**src/hw/rtl/tcw_pkg.sv**
```systemverilog
// Shared types and constants of the text console writer.
// Holds the command record passed from the front end to the cell engine.
// No dependencies.
`timescale 1ns / 1ps
`default_nettype none

package tcw_pkg;

    // Widths of the fixed payload fields.
    localparam int CHAR_W      = 8;
    localparam int COLOR_W     = 4;
    localparam int CELL_W      = CHAR_W + 2 * COLOR_W;
    localparam int ACTION_W    = 2;
    localparam int POS_W       = 11;
    localparam int CFG_INDEX_W = 2;

    // Action codes on the request channel.
    localparam logic [ACTION_W-1:0] ACT_WRITE = 2'd0;
    localparam logic [ACTION_W-1:0] ACT_CLEAR = 2'd1;
    localparam logic [ACTION_W-1:0] ACT_READ  = 2'd2;

    // Configuration register indexes.
    localparam logic [CFG_INDEX_W-1:0] REG_FOREGROUND = 2'd0;
    localparam logic [CFG_INDEX_W-1:0] REG_BACKGROUND = 2'd1;

    // Reset colors: white on black.
    localparam logic [COLOR_W-1:0] FG_RESET = 4'd15;
    localparam logic [COLOR_W-1:0] BG_RESET = 4'd0;

    // Operations after classification.
    typedef enum logic [1:0] {
        OP_WRITE,
        OP_CLEAR,
        OP_READ,
        OP_NONE
    } op_t;

    // One classified request.
    typedef struct packed {
        op_t               op;
        logic [CELL_W-1:0] cell_word;
        logic              last;
        logic [POS_W-1:0]  addr;
    } cmd_t;

endpackage

`default_nettype wire

```
**src/hw/rtl/tcw_front.sv**
```systemverilog
// Front end of the text console writer: color registers, request intake
// and classification into command records. Depends on tcw_pkg.
`timescale 1ns / 1ps
`default_nettype none

module tcw_front
    import tcw_pkg::*;
#(
    parameter int CELL_TOTAL = 2000
) (
    input  wire logic                   aclk,
    input  wire logic                   aresetn,
    input  wire logic                   cfg_valid,
    output logic                        cfg_ready,
    input  wire logic [CFG_INDEX_W-1:0] cfg_index,
    input  wire logic [COLOR_W-1:0]     cfg_data,
    input  wire logic                   s_valid,
    output logic                        s_ready,
    input  wire logic [ACTION_W-1:0]    s_action,
    input  wire logic [CHAR_W-1:0]      s_char_code,
    input  wire logic                   s_end_of_write,
    input  wire logic [POS_W-1:0]       s_cell_address,
    input  wire logic                   init_done,
    output logic                        push_valid,
    input  wire logic                   push_ready,
    output cmd_t                        push_cmd
);

    localparam int AW = $clog2(CELL_TOTAL);
    localparam int XW = (AW > POS_W) ? AW : POS_W;

    logic [COLOR_W-1:0] fg_reg;
    logic [COLOR_W-1:0] bg_reg;
    logic               hold_valid_reg;
    cmd_t               hold_cmd_reg;
    cmd_t               cmd_next;
    logic [XW-1:0]      addr_ext;
    logic               in_range;

    // Configuration writes are always taken.
    assign cfg_ready = 1'b1;

    always_ff @(posedge aclk) begin
        if (!aresetn) begin
            fg_reg <= FG_RESET;
            bg_reg <= BG_RESET;
        end else if (cfg_valid) begin
            if (cfg_index == REG_FOREGROUND) begin
                fg_reg <= cfg_data;
            end else if (cfg_index == REG_BACKGROUND) begin
                bg_reg <= cfg_data;
            end
        end
    end

    // Classify the request; a read beyond the screen becomes a no-op.
    assign addr_ext = XW'(s_cell_address);
    assign in_range = (addr_ext < XW'(CELL_TOTAL));

    always_comb begin
        cmd_next.cell_word = {bg_reg, fg_reg, s_char_code};
        cmd_next.last      = s_end_of_write;
        cmd_next.addr      = s_cell_address;
        case (s_action)
            ACT_WRITE: cmd_next.op = OP_WRITE;
            ACT_CLEAR: cmd_next.op = OP_CLEAR;
            ACT_READ:  cmd_next.op = in_range ? OP_READ : OP_NONE;
            default:   cmd_next.op = OP_NONE;
        endcase
    end

    // One holding stage in front of the queue.
    assign s_ready    = init_done && (!hold_valid_reg || push_ready);
    assign push_valid = hold_valid_reg;
    assign push_cmd   = hold_cmd_reg;

    always_ff @(posedge aclk) begin
        if (!aresetn) begin
            hold_valid_reg <= 1'b0;
        end else if (s_valid && s_ready) begin
            hold_valid_reg <= 1'b1;
        end else if (push_ready) begin
            hold_valid_reg <= 1'b0;
        end
    end

    always_ff @(posedge aclk) begin
        if (s_valid && s_ready) begin
            hold_cmd_reg <= cmd_next;
        end
    end

endmodule

`default_nettype wire

```
**config.mk**
```make
export PLATFORM = sky130hd
export DESIGN_NAME = tcw_front
export DESIGN_NICKNAME = d
export VERILOG_FILES = /design/src/hw/rtl/tcw_pkg.sv /design/src/hw/rtl/tcw_front.sv
export SDC_FILE = /design/constraint.sdc
export NUM_CORES = 1
export LEC_CHECK = 0
export BUFFER_PORTS_ARGS = -buffer_cell sky130_fd_sc_hd__buf_2
export CAP_MARGIN = 20
export CORE_ASPECT_RATIO = 0.7
export CORE_MARGIN = 1.5
export CORE_UTILIZATION = 30
export CTS_CLUSTER_SIZE = 8
export DETAILED_ROUTE_END_ITERATION = 10
export PLACE_DENSITY_LB_ADDON = 0.12
export REMOVE_ABC_BUFFERS = 1
export SYNTH_ARGS = -nofsm -noshare
export SYNTH_HDL_FRONTEND = slang
export SYNTH_SLANG_ARGS = --single-unit
```
**constraint.sdc**
```tcl
create_clock -name aclk -period 1.6 [get_ports aclk]
set_input_delay 0.16 -clock aclk [delete_from_list [all_inputs] [get_ports aclk]]
set_output_delay 0.16 -clock aclk [all_outputs]
set_load 0.05 [all_outputs]
```
[Word level (Yosys, flattened, before mapping)]
Cells that the tools add are included.
Word-level totals
  flip-flop bits (word level): 39
  input bits: 34
  output and inout port bits: 33
  logic and storage cells: 25
Operators by class
  order comparisons: 1
  eq/ne operators: 3
  mux-type cells: 4
  bitwise gates (word level): 1
  reduce and logical (&&, ||, !) cells: 9
Operators by type and width (count)
  less-than comparator 11 bit, second input constant: 1
  one-hot mux 2 bit (3 select lines): 1
  equality test 2 x 1 -> 1 bit, second input constant: 2
  logical NOT 2 bit: 2
  two-way mux 1 bit: 3
  AND reduction 3 bit: 1
  equality test 2 bit, second input constant: 1
  logical AND 1 bit: 2
  AND reduction 2 bit: 1
  nonzero test 2 bit: 1
  logical NOT 1 bit: 1
  logical OR 1 bit: 1
  NOT 1 bit: 1

[Logic depth before layout (Yosys ltp)]
Gate-level depths: netlist of the first run.
  depth in word-level cells: 5
  depth in mapped cells: 3

[Worst setup path after synthesis of the first run]
No wires, ideal clock.
  path type: register -> register
  from: register hold_valid_reg, in the netlist push_valid
  to: register hold_cmd_reg (netlist bit push_cmd[0]), enable pin
  data arrival time: 1.431 ns
  data required time: 1.210 ns
  path slack: -0.220 ns
  cell stages (with the launch flop): 3
  buffers on the path: 0
  period minus slack after synthesis: 1.820 ns
  cell sequence: dfxtp_1 nand2b_1 and3_1
Between the ends
  longest elaborated chain between the ends: 4
RTL lines
  start, declared: line tcw_front.sv:34  | logic hold_valid_reg;
  start signal, assigned: line tcw_front.sv:79  | hold_valid_reg <= 1'b0;
  start signal, assigned: line tcw_front.sv:81  | hold_valid_reg <= 1'b1;
  start signal, assigned: line tcw_front.sv:83  | hold_valid_reg <= 1'b0;
  logical NOT 1 bit: line tcw_front.sv:73  | assign s_ready = init_done && (!hold_valid_reg || push_ready);
  logical OR 1 bit: line tcw_front.sv:73
  logical AND 1 bit: line tcw_front.sv:73
  logical AND 1 bit: line tcw_front.sv:88  | if (s_valid && s_ready) begin
  end signal, assigned: line tcw_front.sv:89  | hold_cmd_reg <= cmd_next;
  end, declared: line tcw_front.sv:35  | cmd_t hold_cmd_reg;
No other way between the ends.
A chain may end at the register's enable or synchronous reset.

[Final worst setup path of the first run]
  from: register hold_valid_reg, in the netlist push_valid
  to: output port s_ready
Between the ends
  longest elaborated chain between the ends: 3
RTL lines
  logical NOT 1 bit: line tcw_front.sv:73
  logical OR 1 bit: line tcw_front.sv:73
  logical AND 1 bit: line tcw_front.sv:73
  end, declared: line tcw_front.sv:18  | output logic s_ready,
No other way between the ends.

==> results of run 1 <==
==> worst paths after layout <==
| kind | startpoint | end | slack [ns] | cells after the start |
|---|---|---|---|---|
| min | s_char_code[3] | push_cmd[15]$_DFFE_PP_ | 0.05 | 1 |
| max | push_valid$_SDFFE_PN0P_ | s_ready | 0.39 | 3 |
| min reg2reg | bg_reg[3]$_SDFFE_PN0P_ | push_cmd[27]$_DFFE_PP_ | 0.44 | 0 |
| max reg2reg | push_valid$_SDFFE_PN0P_ | push_cmd[9]$_DFFE_PP_ | 0.47 | 3 |
==> power by group through the flow <==
stage	clock [mW]	sequential (mW)	combinational [mW]
after floorplan	0	1.28	0.0479
after global placement	0	1.17	0.254
after detailed placement	0	1.17	0.258
after CTS	0.622	1.15	0.258
after global routing	0.678	1.15	0.270
final	0.597	1.15	0.255
==> metal layers <==
layer / wire [µm] / track usage, %
met3: 216 / 4.32
met1: 1120 / 13.5
met4: 49 / 6.43
met5: 0 / 0
met2: 1020 / 15.3
==> cell type report <==
class,instances,area (µm²)
inverter,4,15.0
timing repair buffer,66,345
multi-input combinational,31,221
clock inverter,2,8.76
sequential,39,1080
fill,422,2520
tap,55,68.8
clock buffer,5,68.8
==> critical path, delay by kind of cell, from the launching register on <==
kind	cells	cell delay [ns]
buf+inv	1	0.25
flops	1	0.31
simple gates	2	0.21
==> kinds of logic (layout without fill, tap and decap cells) <==
group / count (synthesis) / after routing / share of synthesized area [%]
AOI/OAI and AO/OA: 7 / 7 / 3.91
buffers and inverters: 8 / 77 / 3.16
DFF: 39 / 39 / 80.4
muxes: 4 / 4 / 2.98
other: 1 / 1 / 0.279
and+or+nand+nor: 19 / 19 / 9.30
==> through the flow <==
stage | instance area (µm²) | setup WS [ns] | power (mW) | util, %
finish | 1810 | 0.389 | 2.00 | 41.8
global route | 1810 | 0.308 | 2.10 | 41.8
CTS | 1810 | 0.372 | 2.03 | 41.8
detailed placement | 1730 | 0.478 | 1.43 | 40.0
global placement | 1730 | 0.514 | 1.42 | 40.0
floorplan | 1320 | -0.220 | 1.33 | -
==> cell usage in the layout (no fill, tap or decap), types with 4 or more instances in the layout <==
master     instances
buf_2             65
nand2_1            9
inv_1              4
nand4bb_1          4
o211ai_1           5
edfxtp_1          30
dfxtp_1            9
clkbuf_8           5
mux2i_1            4
==> out/results.txt, run 1 <==
outcome: finished clean
CTS Root Cell: clkbuf_8
1st-iter DRT viols: 9
Synth top area share: 67.0%
NetSw: 0.501 mW
Mapped Cells: 78
clock skew: 0.00280 ns
TritonCTS clock tree: built
sequential power share: 57.4%
initial antenna violation count: 0
Inst Count DP: 195
WHS: 0.0490 ns
max reg flops: 30
P&R area growth vs syn: 34.5%
PD cells: 1110 nW/µm²
clock slew at reported path FFs: 0.07 ns
core region area: 4330 µm²
post-synth cell types: 20
initial core utilization: 31.1%
Worst setup SP type: flop
Power Internal: 1.50 mW
Setup Buffers After CTS: 0
Synth Cell Area: 1350 µm²
slowest CP cell: dfxtp_1
Mean Syn Cell Area: 17.2 µm²
Synth area leader: edfxtp_1
top post-synthesis cells by count: 30 x edfxtp_1, 9 x dfxtp_1, 9 x nand2_1
maximum number of pins on one net before global-route repair: 31
number of nets with antenna violations after routing: 0
GPL Wtd Cong: 0.725
ys async rst share: 0%
vias in the first global route: 805
Synth Register Bits: 39
Final Slew Violations: 0
largest stage delay on the critical path: 0.31 ns
# DRC: 0
Vias: 879
Site Rows: 20
Sink Count: 39
die width: 83.0 µm
clock latency on the worst-skew pair: 0.28 ns
Final Hold Viols: 0
crit-path max FO: 3
first-pass GRT wire length: 3.79 mm
worst min path class: in2reg
max cap viols: 0
share of cells above drive strength 1: 49.7%
EDFF count, synth: 30
final worst-path cycle share: 75.7%
worst vdd ir: 372 µV
power share of the combinational group: 12.7%
Die H: 59.0 µm
RSZ-0062 raised after global routing: false
final non-filler cell total: 202
Post-synth top flop: edfxtp_1
GRT Residual Overflow: 0
CTS Buf Count: 5
critical path endpoint category: output port
clock share of power: 29.9%
switching share of power: 25.1%
most frequent cell after synthesis: edfxtp_1
drt first pass iters: 2
post-CTS sizing: 0
Via density: 4.35
PortBufs: 65
fin nets: 181
FMAX: 826 MHz
Cell Chain, Critical Path: nand2b_1, and2_1, buf_2
drt total wl: 2.41 mm
Req. time, crit path: 1.44 ns
hold_buf cts: 0
final setup vio count: 0
Longest Clk Path Bufs: 2
I/O pins: 67
HPWL Detailed: 1.83 mm
Area contributors post-synth: edfxtp_1 67%, dfxtp_1 13%, nand4bb_1 3.3%
drt wl/cell: 11.9 µm
total track usage: 10.6%
Critical Path AT: 1.05 ns
H-Tree Depth: 2
sequential-to-total area share from yosys stat: 80.4%
# diodes: 0
Setup Crit Path Kind: reg2out
synth warn: 0
crit path time final: 1.21 ns
final setup TNS: 0 ns
LEAKAGE: 0.754 nW
die area: 4900 µm²
(Power assumes the default switching activity.)
==> inputs of run 2 (changes only) <==
- ABC_AREA: default -> 1
- clock period: 1.6 -> 1.05 ns (I/O delays scaled with it)
==> run 2 against run 1 <==
  * The run now ends with setup timing left
  * Clock skew up 0.0027 ns
  * Global-route usage grew 1.0 points
  * Non-clock buffer count rose by 19
  * Routed wire length rose by 12%
  * Largest cell class unchanged
  * Highest routed layer unchanged
==> out/results.txt, run 2 <==
outcome: finished with violations
failing checks: setup timing
H-Tree Depth: 2
Mean Syn Cell Area: 14.0 µm²
PD cells: 1540 nW/µm²
CTS Root Cell: clkbuf_8
Vias: 969
GRT Residual Overflow: 0
Synth top area share: 67.0%
sequential power share: 55.3%
Sink Count: 39
FMAX: 838 MHz
first-pass GRT wire length: 4.25 mm
Die H: 59.0 µm
TritonCTS clock tree: built
power share of the combinational group: 15.6%
Via density: 4.02
GR Layer Usage met2: 18.5%
leading cell type in the layout, fill and taps excluded: buf_2
GPL Wtd Cong: 0.750
LEAKAGE: 0.913 nW
PortBufs: 65
Final Cell Area: 2060 µm²
ys async rst share: 0%
clock skew: 0.00546 ns
initial core utilization: 31.1%
die width: 83.0 µm
post-synth cell types: 14
drt wl/cell: 11.2 µm
Area contributors post-synth: edfxtp_1 67%, dfxtp_1 13%, nand2_1 5.0%
Synth area leader: edfxtp_1
Worst Reg-to-Reg Cells: 5
# diodes: 0
Worst setup SP type: flop
vias in the first global route: 941
final setup vio count: 31
Power Internal: 2.39 mW
drt total wl: 2.70 mm
HPWL Detailed: 1.94 mm
die area: 4900 µm²
RSZ-0062 raised after global routing: true
clock latency on the worst-skew pair: 0.28 ns
EDFF count, synth: 30
Final Hold Viols: 0
initial antenna violation count: 0
final worst-path cycle share: 114%
Req. time, crit path: 1.06 ns
met3 Track Usage GR: 4.74%
top post-synthesis cells by count: 30 x edfxtp_1, 18 x nand2_1, 13 x nor2_1
worst min path class: in2reg
Synth Register Bits: 39
max reg flops: 30
synth warn: 0
max cap viols: 0
hold path cells: 1
drt first pass iters: 4
setup ws final: -0.143 ns
Mapped Cells: 96
fin nets: 219
Synth Cell Area: 1350 µm²
Post-synth top flop: edfxtp_1
crit path time final: 1.19 ns
most frequent cells in the layout: 64 x buf_2, 30 x edfxtp_1, 18 x nand2_1
NetSw: 0.789 mW
Placed Area: 1740 µm²
fill count: 397
Final Slew Violations: 0
met1 Resource Use GR: 14.1%
P&R area growth vs syn: 53.4%
# DRC: 0
number of nets with antenna violations after routing: 0
grt peak-use layer: met2
clock slew at reported path FFs: 0.07 ns
Critical Path AT: 1.20 ns
CTS Buf Count: 5
Setup Crit Path Kind: reg2reg
most frequent cell after synthesis: edfxtp_1
Longest Clk Path Bufs: 2
total track usage: 11.6%
switching share of power: 24.8%
Core Util, Final: 47.7%
sequential-to-total area share from yosys stat: 80.4%
final non-filler cell total: 241
Site Rows: 20
clock share of power: 29.1%
maximum number of pins on one net before global-route repair: 14
1st-iter DRT viols: 29
crit-path max FO: 6
share of cells above drive strength 1: 44.1%
core region area: 4330 µm²
critical path endpoint category: flop
worst vdd ir: 630 µV
I/O pins: 67
Inst Count DP: 215
WHS: 0.0150 ns
==> run 2: changes by cell type after synthesis, moves of 3 or more <==
cell | before | now
nand3_1 | 0 | 5
nand2_1 | 9 | 18
nand4_1 | 1 | 4
mux2i_1 | 4 | 0
o211ai_1 | 5 | 0
nand4bb_1 | 4 | 0
inv_1 | 4 | 10
nor2_1 | 0 | 13
==> run 2: per-stage QoR <==
stage	setup WS, ns	power [mW]	TNS [ns]
after floorplan	-2.30	2.05	-69.31
after global placement	-0.133	2.19	-3.28
after CTS	-0.148	3.22	-4.21
after detailed placement	-0.178	2.20	-4.67
final	-0.143	3.18	-3.89
after global routing	-0.194	3.33	-5.44
==> run 2: layer usage <==
metal | share of wire [%] | vias to the layer above | wire length [µm]
li1 | - | 500 | -
met1 | 45 | 423 | 1220
met2 | 45 | 42 | 1230
met4 | 1.3 | 0 | 36
met3 | 8.1 | 4 | 219
met5 | 0 | - | 0
==> run 2: critical path, stage by stage, from the launching register on <==
cell and delay, ns:
dfxtp_2 0.32, inv_2 0.05, nor2_2 0.04, nor3b_2 0.17, buf_6 0.18, clkbuf_16 0.16
==> run 2: cells by family (layout without fill, tap and decap cells) <==
group / Yosys count / in the layout / share of synthesized area [%]
AO/OA/AOI/OAI: 1 / 1 / 0.651
flip-flops: 39 / 39 / 80.4
buffers and inverters: 13 / 103 / 4.47
other: 1 / 1 / 0.279
AND/OR/NAND/NOR: 42 / 42 / 14.2
==> run 2: path summary, 6_finish.rpt <==
check | slack, ns | end | from
max reg2reg | -0.14 | push_cmd[12]$_DFFE_PP_ | push_valid$_SDFFE_PN0P_
min | 0.02 | push_cmd[10]$_DFFE_PP_ | s_cell_address[10]
max | -0.14 | push_cmd[12]$_DFFE_PP_ | push_valid$_SDFFE_PN0P_
min reg2reg | 0.43 | push_cmd[25]$_DFFE_PP_ | bg_reg[1]$_SDFFE_PN0P_
==> run 2: power by group through the flow <==
stage / Combinational, mW / Sequential, mW / Clock (mW)
detailed placement: 0.407 / 1.79 / 0
finish: 0.496 / 1.76 / 0.926
global placement: 0.400 / 1.79 / 0
floorplan: 0.0844 / 1.97 / 0
global route: 0.527 / 1.76 / 1.04
CTS: 0.488 / 1.76 / 0.971
==> run 2: what timing repair did <==
| action | in CTS | in global routing |
|---|---|---|
| resized for setup | 14 | 1 |
| gates cloned | 2 | 1 |
| pin swaps | 2 | 1 |
| setup buffers | 2 | 0 |
| hold buffers | 13 | 0 |
| hold endpoints to repair | 13 | 0 |
| endpoints found under the setup margin | 31 | 31 |
==> run 2: final cells by class <==
type | count | area, µm² | share of cell area [%]
clock buffers | 8 | 80.1 | 3.88
flip-flops and latches | 39 | 1080 | 52.5
multi-input cells | 44 | 211 | 10.2
well taps | 55 | 68.8 | 3.34
inverters | 10 | 37.5 | 1.82
repair buffers | 85 | 583 | 28.3
