===== src/hw/rtl/tcw_pkg.sv =====
// Shared types and constants of the text console writer.
// Holds the command record passed from the front end to the cell engine.
// No dependencies.
`timescale 1ns / 1ps
`default_nettype none

package tcw_pkg;

    // Widths of the fixed payload fields.
    localparam int CHAR_W      = 8;
    localparam int COLOR_W     = 4;
    localparam int CELL_W      = CHAR_W + 2 * COLOR_W;
    localparam int ACTION_W    = 2;
    localparam int POS_W       = 11;
    localparam int CFG_INDEX_W = 2;

    // Action codes on the request channel.
    localparam logic [ACTION_W-1:0] ACT_WRITE = 2'd0;
    localparam logic [ACTION_W-1:0] ACT_CLEAR = 2'd1;
    localparam logic [ACTION_W-1:0] ACT_READ  = 2'd2;

    // Configuration register indexes.
    localparam logic [CFG_INDEX_W-1:0] REG_FOREGROUND = 2'd0;
    localparam logic [CFG_INDEX_W-1:0] REG_BACKGROUND = 2'd1;

    // Reset colors: white on black.
    localparam logic [COLOR_W-1:0] FG_RESET = 4'd15;
    localparam logic [COLOR_W-1:0] BG_RESET = 4'd0;

    // Operations after classification.
    typedef enum logic [1:0] {
        OP_WRITE,
        OP_CLEAR,
        OP_READ,
        OP_NONE
    } op_t;

    // One classified request.
    typedef struct packed {
        op_t               op;
        logic [CELL_W-1:0] cell_word;
        logic              last;
        logic [POS_W-1:0]  addr;
    } cmd_t;

endpackage

`default_nettype wire


===== src/hw/rtl/tcw_queue.sv =====
// Two-entry command queue between the front end and the cell engine.
// Depends on tcw_pkg.
`timescale 1ns / 1ps
`default_nettype none

module tcw_queue
    import tcw_pkg::*;
(
    input  wire logic aclk,
    input  wire logic aresetn,
    input  wire logic in_valid,
    output logic      in_ready,
    input  wire cmd_t in_cmd,
    output logic      out_valid,
    input  wire logic out_ready,
    output cmd_t      out_cmd
);

    cmd_t       slot_reg [2];
    logic       wr_ptr_reg;
    logic       rd_ptr_reg;
    logic [1:0] count_reg;
    logic       push;
    logic       pop;

    assign in_ready  = (count_reg != 2'd2);
    assign out_valid = (count_reg != 2'd0);
    assign out_cmd   = slot_reg[rd_ptr_reg];
    assign push      = in_valid && in_ready;
    assign pop       = out_valid && out_ready;

    // Pointer and fill count bookkeeping.
    always_ff @(posedge aclk) begin
        if (!aresetn) begin
            wr_ptr_reg <= 1'b0;
            rd_ptr_reg <= 1'b0;
            count_reg  <= 2'd0;
        end else begin
            if (push) begin
                wr_ptr_reg <= !wr_ptr_reg;
            end
            if (pop) begin
                rd_ptr_reg <= !rd_ptr_reg;
            end
            if (push && !pop) begin
                count_reg <= count_reg + 2'd1;
            end else if (pop && !push) begin
                count_reg <= count_reg - 2'd1;
            end
        end
    end

    // Entry storage.
    always_ff @(posedge aclk) begin
        if (push) begin
            slot_reg[wr_ptr_reg] <= in_cmd;
        end
    end

endmodule

`default_nettype wire


===== config.mk =====
export PLATFORM = sky130hd
export DESIGN_NAME = tcw_queue
export DESIGN_NICKNAME = d
export VERILOG_FILES = /design/src/hw/rtl/tcw_pkg.sv /design/src/hw/rtl/tcw_queue.sv
export SDC_FILE = /design/constraint.sdc
export NUM_CORES = 1
export LEC_CHECK = 0
export ABC_AREA = 1
export BUFFER_PORTS_ARGS = -buffer_cell sky130_fd_sc_hd__buf_2
export CAP_MARGIN = 20
export CORE_ASPECT_RATIO = 0.5
export CORE_MARGIN = 10
export CORE_UTILIZATION = 35
export DETAILED_ROUTE_END_ITERATION = 6
export HOLD_SLACK_MARGIN = 0.1
export PLACE_DENSITY = 0.61
export SYNTH_ARGS = -nofsm -noshare
export SYNTH_HDL_FRONTEND = slang
export SYNTH_SLANG_ARGS = --single-unit

===== constraint.sdc =====
create_clock -name aclk -period 2.75 [get_ports aclk]
set_input_delay 0.1375 -clock aclk [delete_from_list [all_inputs] [get_ports aclk]]
set_output_delay 0.1375 -clock aclk [all_outputs]
set_load 0.01 [all_outputs]

# After elaboration in Yosys (flattened, before gate mapping)
# Memories as Yosys holds them, arrays and structs flattened. A register that Yosys moved wholly into a read port is not among the register bits.
# Index checks and enable logic that the tools add are counted.
dict set report op_classes {
  add_sub_neg 2
  mul 0
  div_mod_pow 0
  order_cmp 0
  n_eq_ne 1
  n_shift 0
  mux 6
  n_bitwise 0
  reduce_logical 10
}
# op count
set ops {}
lappend ops {{$logic_and 1x1->1} 4}
lappend ops {{$logic_not 1->1} 4}
lappend ops {{$mux 1} 4}
lappend ops {{$mux 2} 2}
lappend ops {{$reduce_bool 2->1} 2}
lappend ops {{$add 2x1->2 const B} 1}
lappend ops {{$ne 2x2->1 const B} 1}
lappend ops {{$sub 2x1->2 const B} 1}
dict set report word_totals {
  ff_bits 4
  latchBits 0
  ram_bits 60
  romBits 0
  out_inout_bits 32
  wordCells 23
  mem_count 1
}
# memory words width rd rd_ports_with_merged_regs wr line_no
set mem_list {}
lappend mem_list {slot_reg 2 30 1 1 1 tcw_queue.sv:19} ;# cmd_t slot_reg [2];

# Depth between registers and ports, before layout
# Gate-level depths: netlist of the first run.
dict set report logic_depth {
  word_depth 6
  mapped_depth 11
  mapped_depth_nobuf 11
}

# Worst setup path before layout of the first run
# OpenSTA, ideal clock, no wires.
dict set report synth_path {
  path_kind {register to register}
  startpoint {register count_reg[0]}
  endpoint {memory slot_reg[1][0] (netlist name), enable pin}
  setup_ns 0.417
  t_arrival_ns 1.848
  required_ns 2.333
  path_slack_ns 0.485
  path_stages_with_launch 5
  path_cell_list {dfxtp_1 inv_2 nand2_2 nand2_2 nor2_1}
}
dict set report synth_between {
  elab_chain_len 4
}
# item line_no
set synth_rtl {}
lappend synth_rtl {{from (decl)} tcw_queue.sv:22} ;# logic [1:0] count_reg;
lappend synth_rtl {{from (signal assigned)} tcw_queue.sv:46} ;# count_reg <= count_reg + 2'd1;
lappend synth_rtl {{from (signal assigned)} tcw_queue.sv:48} ;# count_reg <= count_reg - 2'd1;
lappend synth_rtl {{$ne 2x2->1} tcw_queue.sv:26} ;# assign in_ready = (count_reg != 2'd2);
lappend synth_rtl {{named net in_ready} tcw_queue.sv:12} ;# output logic in_ready,
lappend synth_rtl {{$logic_and 1x1->1} tcw_queue.sv:29} ;# assign push = in_valid && in_ready;
lappend synth_rtl {{$mux 1} tcw_queue.sv:55} ;# if (push) begin
lappend synth_rtl {{$mux 1 (implied by the code)} tcw_queue.sv:56} ;# slot_reg[wr_ptr_reg] <= in_cmd;
lappend synth_rtl {{to (decl)} tcw_queue.sv:19}
# The timed path passes the listed nets, and every way through them passes these cells.

==> flow_summary.yaml, run 1 <==
run_status:
  status: "finished clean"
yosys:
  synth.avg_cell_area_um2: 19.5
  synth_cell_types: 15
  synth_warnings: 0
  netlist_area_um2: 2530
  netlist_instances: 130
  yosysSeqAreaShare_pct: 75.1
  synth_fp_nets: 165
  ys_ff_latch: 65
floorplan:
  ios: 66
  initial_core_util_pct: 36.9
  die_y_um: 80.1
  dieWidth_um: 140
  core_area_um2: 6860
  die_area_um2: 11200
  rows: 21
global_routing:
  grt.overflow.total: 0
  groute.layer.met3.usage_pct: 3.41
  grt_util_met1_pct: 8.79
  grt_pass1_wl_mm: 7.43
  grt_max_degree: 31
  grt_pass1_vias: 1526
  grt_usage_pct: 8.52
  met2_usage_pct: 15.1
  top_usage_layer: "met2"
  antenna_found_initial: 0
power:
  ir_drop_mv: 0.392
  powerDensity_nw_per_um2: 910
  leakage_nw: 1.46
timing:
  maxSlewHeadroom_pct: 42.3
  hold_viol_final: 0
  setup_viol: 0
  skew_ps: 3.49
  max_freq_ghz: 0.512
  rsz0062_at_grt: "false"
  worst_pin_slew_ps: 863
  drv_slew: 0
  fin_crit_sh_pct: 71.0
  period_needed_ps: 1950
  tns_ps: 0
worst_setup_path:
  r2r_slack_ps: 1090
  worstPathRequired_ps: 2610
  crit_path_end_kind: "primary output"
  cpPeakStageDelay_ps: 740
  cp_slowest_cell: "dfxtp_2"
  cp.arrival_ps: 1810
  worstSetupPathType: "reg2out"
  path_max_fanout: 20
  path_cells: "buf_4 > mux2_4 > buf_2"
  cp-start-kind: "register"
finish:
  syn_to_final_growth_pct: 42.2
  nets: 271
  largest_register_ffs: 60
  post-route-util_pct: 52.5
  antenna_cells: 0
  final_layout_size_suffix_gt1_share_pct: 49.8
  nFillCells: 556
drt:
  vias_per_cell: 4.24
  drc: 0
  drtIter0Drc: 71
  ant_nets: 0
  routed_wl_mm: 4.79
  num_vias: 1411
  wire_per_inst_um: 14.4
  first_pass_iters: 4
clock_network:
  worstSkewPairLatency_ps: 320
  cts.sinks: 65
  clock_path_buffers: 2
  cts_setup_buffers: 0
  root_buffer: "clkbuf_16"
  cts_buffers: 9
  cts_tree: "yes"
  clk_transition_reported_paths_ps: 50
  htree_levels: 3
placement:
  io_buffer_count: 65
  gp_congestion: 0.661
  hpwl_mm: 3.41
worst_hold_path:
  hold_path_class: "in2reg"
job:
  max_cap_violations: 0
## cells in the mapped netlist
cell      number  area share, %
mux2_4        30             18
nand4_1        1           0.25
o21ai_0        2           0.40
nand3_1        1           0.20
edfxtp_1      60             71
buf_6          3            1.3
nand2_2        2           0.49
dfxtp_1        5            4.0
nor2_1         8            1.2
ha_1           1           0.49
o21a_1         1           0.30
inv_2          2           0.30
a21oi_1        1           0.20
nand2_1        7            1.0
inv_1          6           0.89
## routing by layer
metal  vias to the layer above  share of wire (%)  wire (um)
met5                         -                  0          0
met4                         0                1.4         65
met3                         6                5.6        269
met2                        30                 54       2570
met1                       677                 39       1880
li1                        698                  -          -
## final timing paths
path                                             endpoint  cells past startpoint                      start
worst max-delay path                          out_cmd[10]                      3                   register
worst min-delay path              wr_ptr_reg$_SDFFE_PN0P_                      5                   in_valid
worst max register to register  slot_reg[0][15]$_DFFE_PP_                      4  count_reg[0]$_SDFFE_PN0P_
worst min register to register                   register                      2    rd_ptr_reg$_SDFFE_PN0P_
## kinds of logic (layout without fill, tap and decap cells)
logic type,Yosys count,in the layout,synth area share (%)
flip-flops,65,65,75.1
multiplexers,30,30,17.8
AND/OR/NAND/NOR,19,19,3.16
buffers and inverters,11,122,2.52
AO/OA/AOI/OAI,4,4,0.890
adder cells (fa/ha/maj),1,1,0.494
## critical path, delay by kind of cell (launching register included)
kind,cells,cell delay (ps)
flops,1,740
mux,1,310
buf+inv,2,440
## layout by cell type, fill, tap and decap left out
master,n
buf_2,65
dfxtp_1,4
ha_1,1
clkbuf_16,9
bufinv_16,2
o21ai_0,2
nand3_1,1
nand4_1,1
clkinv_4,2
inv_1,6
o21a_1,1
nand2_1,7
dlygate4sd3_1,31
dfxtp_2,1
nand2_2,2
edfxtp_1,60
inv_2,2
buf_4,2
clkinvlp_4,1
clkinv_2,2
a21oi_1,1
mux2_4,30
nor2_4,2
nor2_1,6
## through the flow
step           area (um2)  setup WS [ps]  hold WS, ps  cells  power, mW
3_3_place_gp         2970           1080          326    286       2.08
4_1_cts              3600            762          234    333       3.32
2_1_floorplan        2530            485          236    130       1.85
3_5_place_dp         2970           1050          329    286       2.11
5_1_grt              3600            730          261    333       3.42
6_report             3600            798          239    333       3.28
## where the power goes
part	internal (mW)	switching, mW	total (mW)
Combinational	0.396	0.359	0.755
Clock	0.791	0.385	1.18
Sequential	1.26	0.0885	1.35
## timing repair
action | CTS | global route
endpoints found under the hold margin | 63 | 0
hold buffers | 31 | 0
gates resized for setup | 0 | 0
## area by class of cell
class	count	area (um2)	share of cell area (%)
sequential	65	1900	52.9
tap	92	115	3.20
timing repair buffer	98	651	18.1
multi-input combinational	54	581	16.1
clock inverter	7	95.1	2.64
clock buffer	9	225	6.26
inverter	8	30.0	0.834
Power figures use the tool's default switching activity.
==> inputs of run 2 (changes only) <==
Settings changed: PLACE_DENSITY 0.61 to 0.63.
Clock period 2.75 ns to 1.6 ns, I/O delays scaled along.
==> flow_summary.yaml, run 2 (synthesized netlist as in run 1, its figures left out) <==
drt:
  drtIter0Drc: 99
  wire_per_inst_um: 14.6
  drc: 0
  num_vias: 1417
  vias_per_cell: 4.24
  ant_nets: 0
  first_pass_iters: 3
  routed_wl_mm: 4.88
timing:
  maxSlewHeadroom_pct: 84.1
  drv_slew: 0
  worst_pin_slew_ps: 238
  hold_viol_final: 0
  max_freq_ghz: 0.690
  fin_crit_sh_pct: 90.6
  skew_ps: 3.92
  rsz0062_at_grt: "false"
  setup_viol: 0
  period_needed_ps: 1450
floorplan:
  initial_core_util_pct: 36.9
  ios: 66
  die_area_um2: 11200
  core_area_um2: 6860
  die_y_um: 80.1
  rows: 21
  dieWidth_um: 140
worst_hold_path:
  hold_path_depth: 5
  min-delay-start: "in_valid"
  whs_endpoint: "wr_ptr_reg$_SDFFE_PN0P_"
  hold_path_class: "in2reg"
finish:
  syn_to_final_growth_pct: 43.0
  final_common_cell: "buf_2"
  nets: 272
  largest_register_ffs: 60
  post-route-util_pct: 52.8
  mostFrequentLayoutCells: "buf_2 (65), edfxtp_1 (60), dlygate4sd3_1 (31), mux2_4 (30), clkbuf_16 (9)"
  antenna_cells: 0
  final_layout_size_suffix_gt1_share_pct: 48.8
worst_setup_path:
  path_cells: "buf_12 > mux2_4 > buf_2"
  r2r_slack_ps: 180
  worstPathRequired_ps: 1520
  r2r_cells: 10
  cpPeakStageDelay_ps: 340
  cp-start-kind: "register"
  worstSetupPathType: "reg2out"
  cp.arrival_ps: 1370
  crit_family: "buffers and inverters"
  r2r_end: "count_reg[1]$_SDFFE_PN0P_"
  cp_slowest_cell: "dfxtp_2"
  critPathBufInv: 2
  path_max_fanout: 30
  crit_path_end_kind: "primary output"
  r2r-start: "count_reg[0]$_SDFFE_PN0P_"
power:
  leakage_nw: 1.46
  power_frac_comb_pct: 25.9
  power_mw: 5.53
  p_seq_share_pct: 40.6
  netSwitchingFraction_pct: 25.3
  powerDensity_nw_per_um2: 1530
  switching_power_mw: 1.40
  p_int_mw: 4.13
  p_clk_share_pct: 33.5
  ir_drop_mv: 0.930
global_routing:
  grt_usage_pct: 9.05
  grt_pass1_wl_mm: 8.03
  grt.overflow.total: 0
  antenna_found_initial: 0
  grt_max_degree: 31
  grt_pass1_vias: 1656
clock_network:
  root_buffer: "clkbuf_16"
  clock_path_buffers: 2
  clk_transition_reported_paths_ps: 50
  cts_buffers: 9
  cts_tree: "yes"
  cts.sinks: 65
  cts_setup_buffers: 0
  worstSkewPairLatency_ps: 310
  htree_levels: 3
placement:
  hpwl_mm: 3.33
  gp_congestion: 0.729
  io_buffer_count: 65
job:
  max_cap_violations: 0
run_status:
  status: "finished clean"
==> run 2: what timing repair did <==
item                       4_1_cts  5_1_grt
hold endpoints to repair        65        0
hold buffers                    31        0
gates resized for setup          0        1
setup endpoints to repair        0        2
==> run 2: worst max path at each step <==
stage | start | end | slack [ps] | depth (start not counted)
2_1_floorplan | count_reg[0]$_SDFFE_PN0P_ | slot_reg[0][0]$_DFFE_PP_ | -180 | 4
3_3_place_gp | count_reg[0]$_SDFFE_PN0P_ | count_reg[1]$_SDFFE_PN0P_ | 300 | 10
3_5_place_dp | count_reg[0]$_SDFFE_PN0P_ | count_reg[1]$_SDFFE_PN0P_ | 160 | 9
4_1_cts | register | out_cmd[9] | 120 | 3
5_1_grt | count_reg[0]$_SDFFE_PN0P_ | count_reg[0]$_SDFFE_PN0P_ | 20 | 7
6_report | register | out_cmd[14] | 150 | 3
==> run 2: final cells by class <==
cell class / count / area [um2]
clock buffers: 13 / 250
clock inverters: 3 / 40.0
fillers: 577 / 3240
inverters: 8 / 30.0
multi-input cells: 54 / 586
flip-flops and latches: 65 / 1900
well taps: 92 / 115
repair buffers: 99 / 696
==> run 2: through the flow <==
stage | instances | setup TNS (ps) | hold slack [ps] | worst slack, ps | cell area (um2)
after CTS | 334 | 0 | 179 | 117 | 3610
final | 334 | 0 | 168 | 151 | 3620
after global placement | 287 | 0 | 267 | 300 | 3010
after floorplan | 130 | -10530 | 179 | -176 | 2540
after global routing | 334 | 0 | 201 | 17.3 | 3620
after detailed placement | 287 | 0 | 273 | 163 | 3010
==> run 2: per-layer routing <==
layer	global-route usage, %	up-vias	part of all wire [%]
met3	3.29	4	4.0
met4	4.30	0	0.98
met5	0	-	0
met1	8.55	689	37
li1	-	696	-
met2	17.4	28	58
==> run 2: worst min-delay path: stages <==
cell     delay [ps]
buf_2           110
nand2_4          80
inv_2            60
nor2_1           30
nor2_1           80
==> run 2: power by group through the flow <==
stage	sequential, mW	combinational [mW]	clock [mW]
6_report	2.25	1.43	1.85
5_1_grt	2.27	1.57	1.98
4_1_cts	2.25	1.47	1.92
3_5_place_dp	2.28	1.40	0
3_3_place_gp	2.26	1.37	0
2_1_floorplan	2.26	0.920	0
==> inputs of run 3 (changes only) <==
--- a/config.mk
+++ b/config.mk
@@ -11,3 +11,3 @@
 export CORE_ASPECT_RATIO = 0.5
-export CORE_MARGIN = 10
+export CORE_MARGIN = 2
 export CORE_UTILIZATION = 35
==> constraint.sdc (replaced) <==
create_clock -name aclk -period 1.6 [get_ports aclk]
set_input_delay 0.24 -clock aclk [delete_from_list [all_inputs] [get_ports aclk]]
set_output_delay 0.24 -clock aclk [all_outputs]
set_load 0.01 [all_outputs]
==> flow_summary.yaml, run 3 (synthesized netlist as in run 1, its figures left out) <==
finish:
  ff_latch_area_um2: 1910
  largest_register_ffs: 60
  final_layout_size_suffix_gt1_share_pct: 54.4
  antenna_cells: 0
  design_area_um2: 3410
  mostFrequentLayoutCells: "edfxtp_1 (60), buf_2 (59), mux2_4 (30), clkbuf_16 (10), nand2_1 (7)"
  multi_input_area_um2: 581
  nFillCells: 594
  final_common_cell: "edfxtp_1"
  post-route-util_pct: 49.9
  nets: 247
  syn_to_final_growth_pct: 34.8
  finalNonFillerCells: 309
drt:
  routed_wl_mm: 4.26
  drtIter0Drc: 85
  wire_per_inst_um: 13.8
  first_pass_iters: 4
  num_vias: 1344
  drc: 0
  vias_per_cell: 4.35
  ant_nets: 0
clock_network:
  cts_buffers: 9
  cts.sinks: 65
  clock_path_buffers: 2
  cts_tree: "yes"
  clk_transition_reported_paths_ps: 50
  root_buffer: "clkbuf_16"
  htree_levels: 3
  worstSkewPairLatency_ps: 310
  cts_setup_buffers: 0
worst_hold_path:
  hold_path_class: "in2reg"
timing:
  period_needed_ps: 1570
  tns_ps: 0
  max_freq_ghz: 0.638
  maxSlewHeadroom_pct: 86.9
  skew_ps: 2.66
  setup_viol: 0
  hold_viol_final: 0
  drv_slew: 0
  worst_pin_slew_ps: 195
  fin_crit_sh_pct: 98.0
global_routing:
  grt_usage_pct: 11.2
  grt_pass1_vias: 1374
  grt_pass1_wl_mm: 6.62
  antenna_found_initial: 0
  grt_max_degree: 31
  grt.overflow.total: 0
floorplan:
  core_area_um2: 6830
  die_y_um: 64.1
  initial_core_util_pct: 37.1
  rows: 21
  ios: 66
  die_area_um2: 7970
  dieWidth_um: 124
placement:
  placed_area_um2: 3020
  io_buffer_count: 65
  gp_congestion: 0.636
  hpwl_mm: 2.77
  dp_cells: 288
worst_setup_path:
  worstSetupPathType: "reg2out"
  crit_path_end_kind: "primary output"
  cp-start-kind: "register"
  cp.arrival_ps: 1330
  path_max_fanout: 8
  worstPathRequired_ps: 1360
power:
  ir_drop_mv: 0.757
  leakage_nw: 1.37
  powerDensity_nw_per_um2: 1600
job:
  max_cap_violations: 0
run_status:
  status: "finished clean"
[run 3: repair_timing]
item | CTS | global route
hold endpoints to repair | 7 | 0
cloned | 0 | 1
gates resized for setup | 1 | 9
setup endpoints to repair | 13 | 22
hold buffers | 4 | 0
[run 3: per-stage QoR]
stage	power [mW]	setup WS (ps)	hold WS [ps]
5_1_grt	5.74	-3.60	103
6_report	5.46	32.5	115
2_1_floorplan	3.18	-176	339
4_1_cts	5.43	1.59	100
3_5_place_dp	3.66	188	434
3_3_place_gp	3.62	285	428
[run 3: path summary, 6_finish.rpt]
| path | startpoint | endpoint | slack (ps) | cells after the start |
|---|---|---|---|---|
| min | in_cmd[24] | slot_reg[0][24]$_DFFE_PP_ | 120 | 1 |
| min reg2reg | rd_ptr_reg$_SDFFE_PN0P_ | rd_ptr_reg$_SDFFE_PN0P_ | 500 | 2 |
| max | register | out_cmd[29] | 30 | 3 |
| max reg2reg | count_reg[0]$_SDFFE_PN0P_ | count_reg[1]$_SDFFE_PN0P_ | 170 | 10 |
[run 3: cell type report]
type	count	share of cell area, %
Sequential cell	65	55.9
Timing Repair Buffer	74	14.9
Clock inverter	1	0.110
Inverter	8	0.880
Multi-Input combinational cell	54	17.0
Tap cell	92	3.37
Clock buffer	15	7.85
[run 3: report_power, final]
part / internal (mW) / switching, mW
clock: 1.13 / 0.594
sequential: 2.16 / 0.0963
combinational: 0.790 / 0.695
[run 3: metal layers]
layer	vias to the layer above	track usage (%)	wire (um)
li1	649	-	-
met1	664	12.0	1760
met2	27	19.1	2290
met3	4	4.61	170
met4	0	5.90	45
met5	-	0	0
[run 3: worst max-delay path: stages (launching register included)]
cell and delay (ps):
dfxtp_4 390, clkbuf_16 180, mux2_4 300, buf_2 140
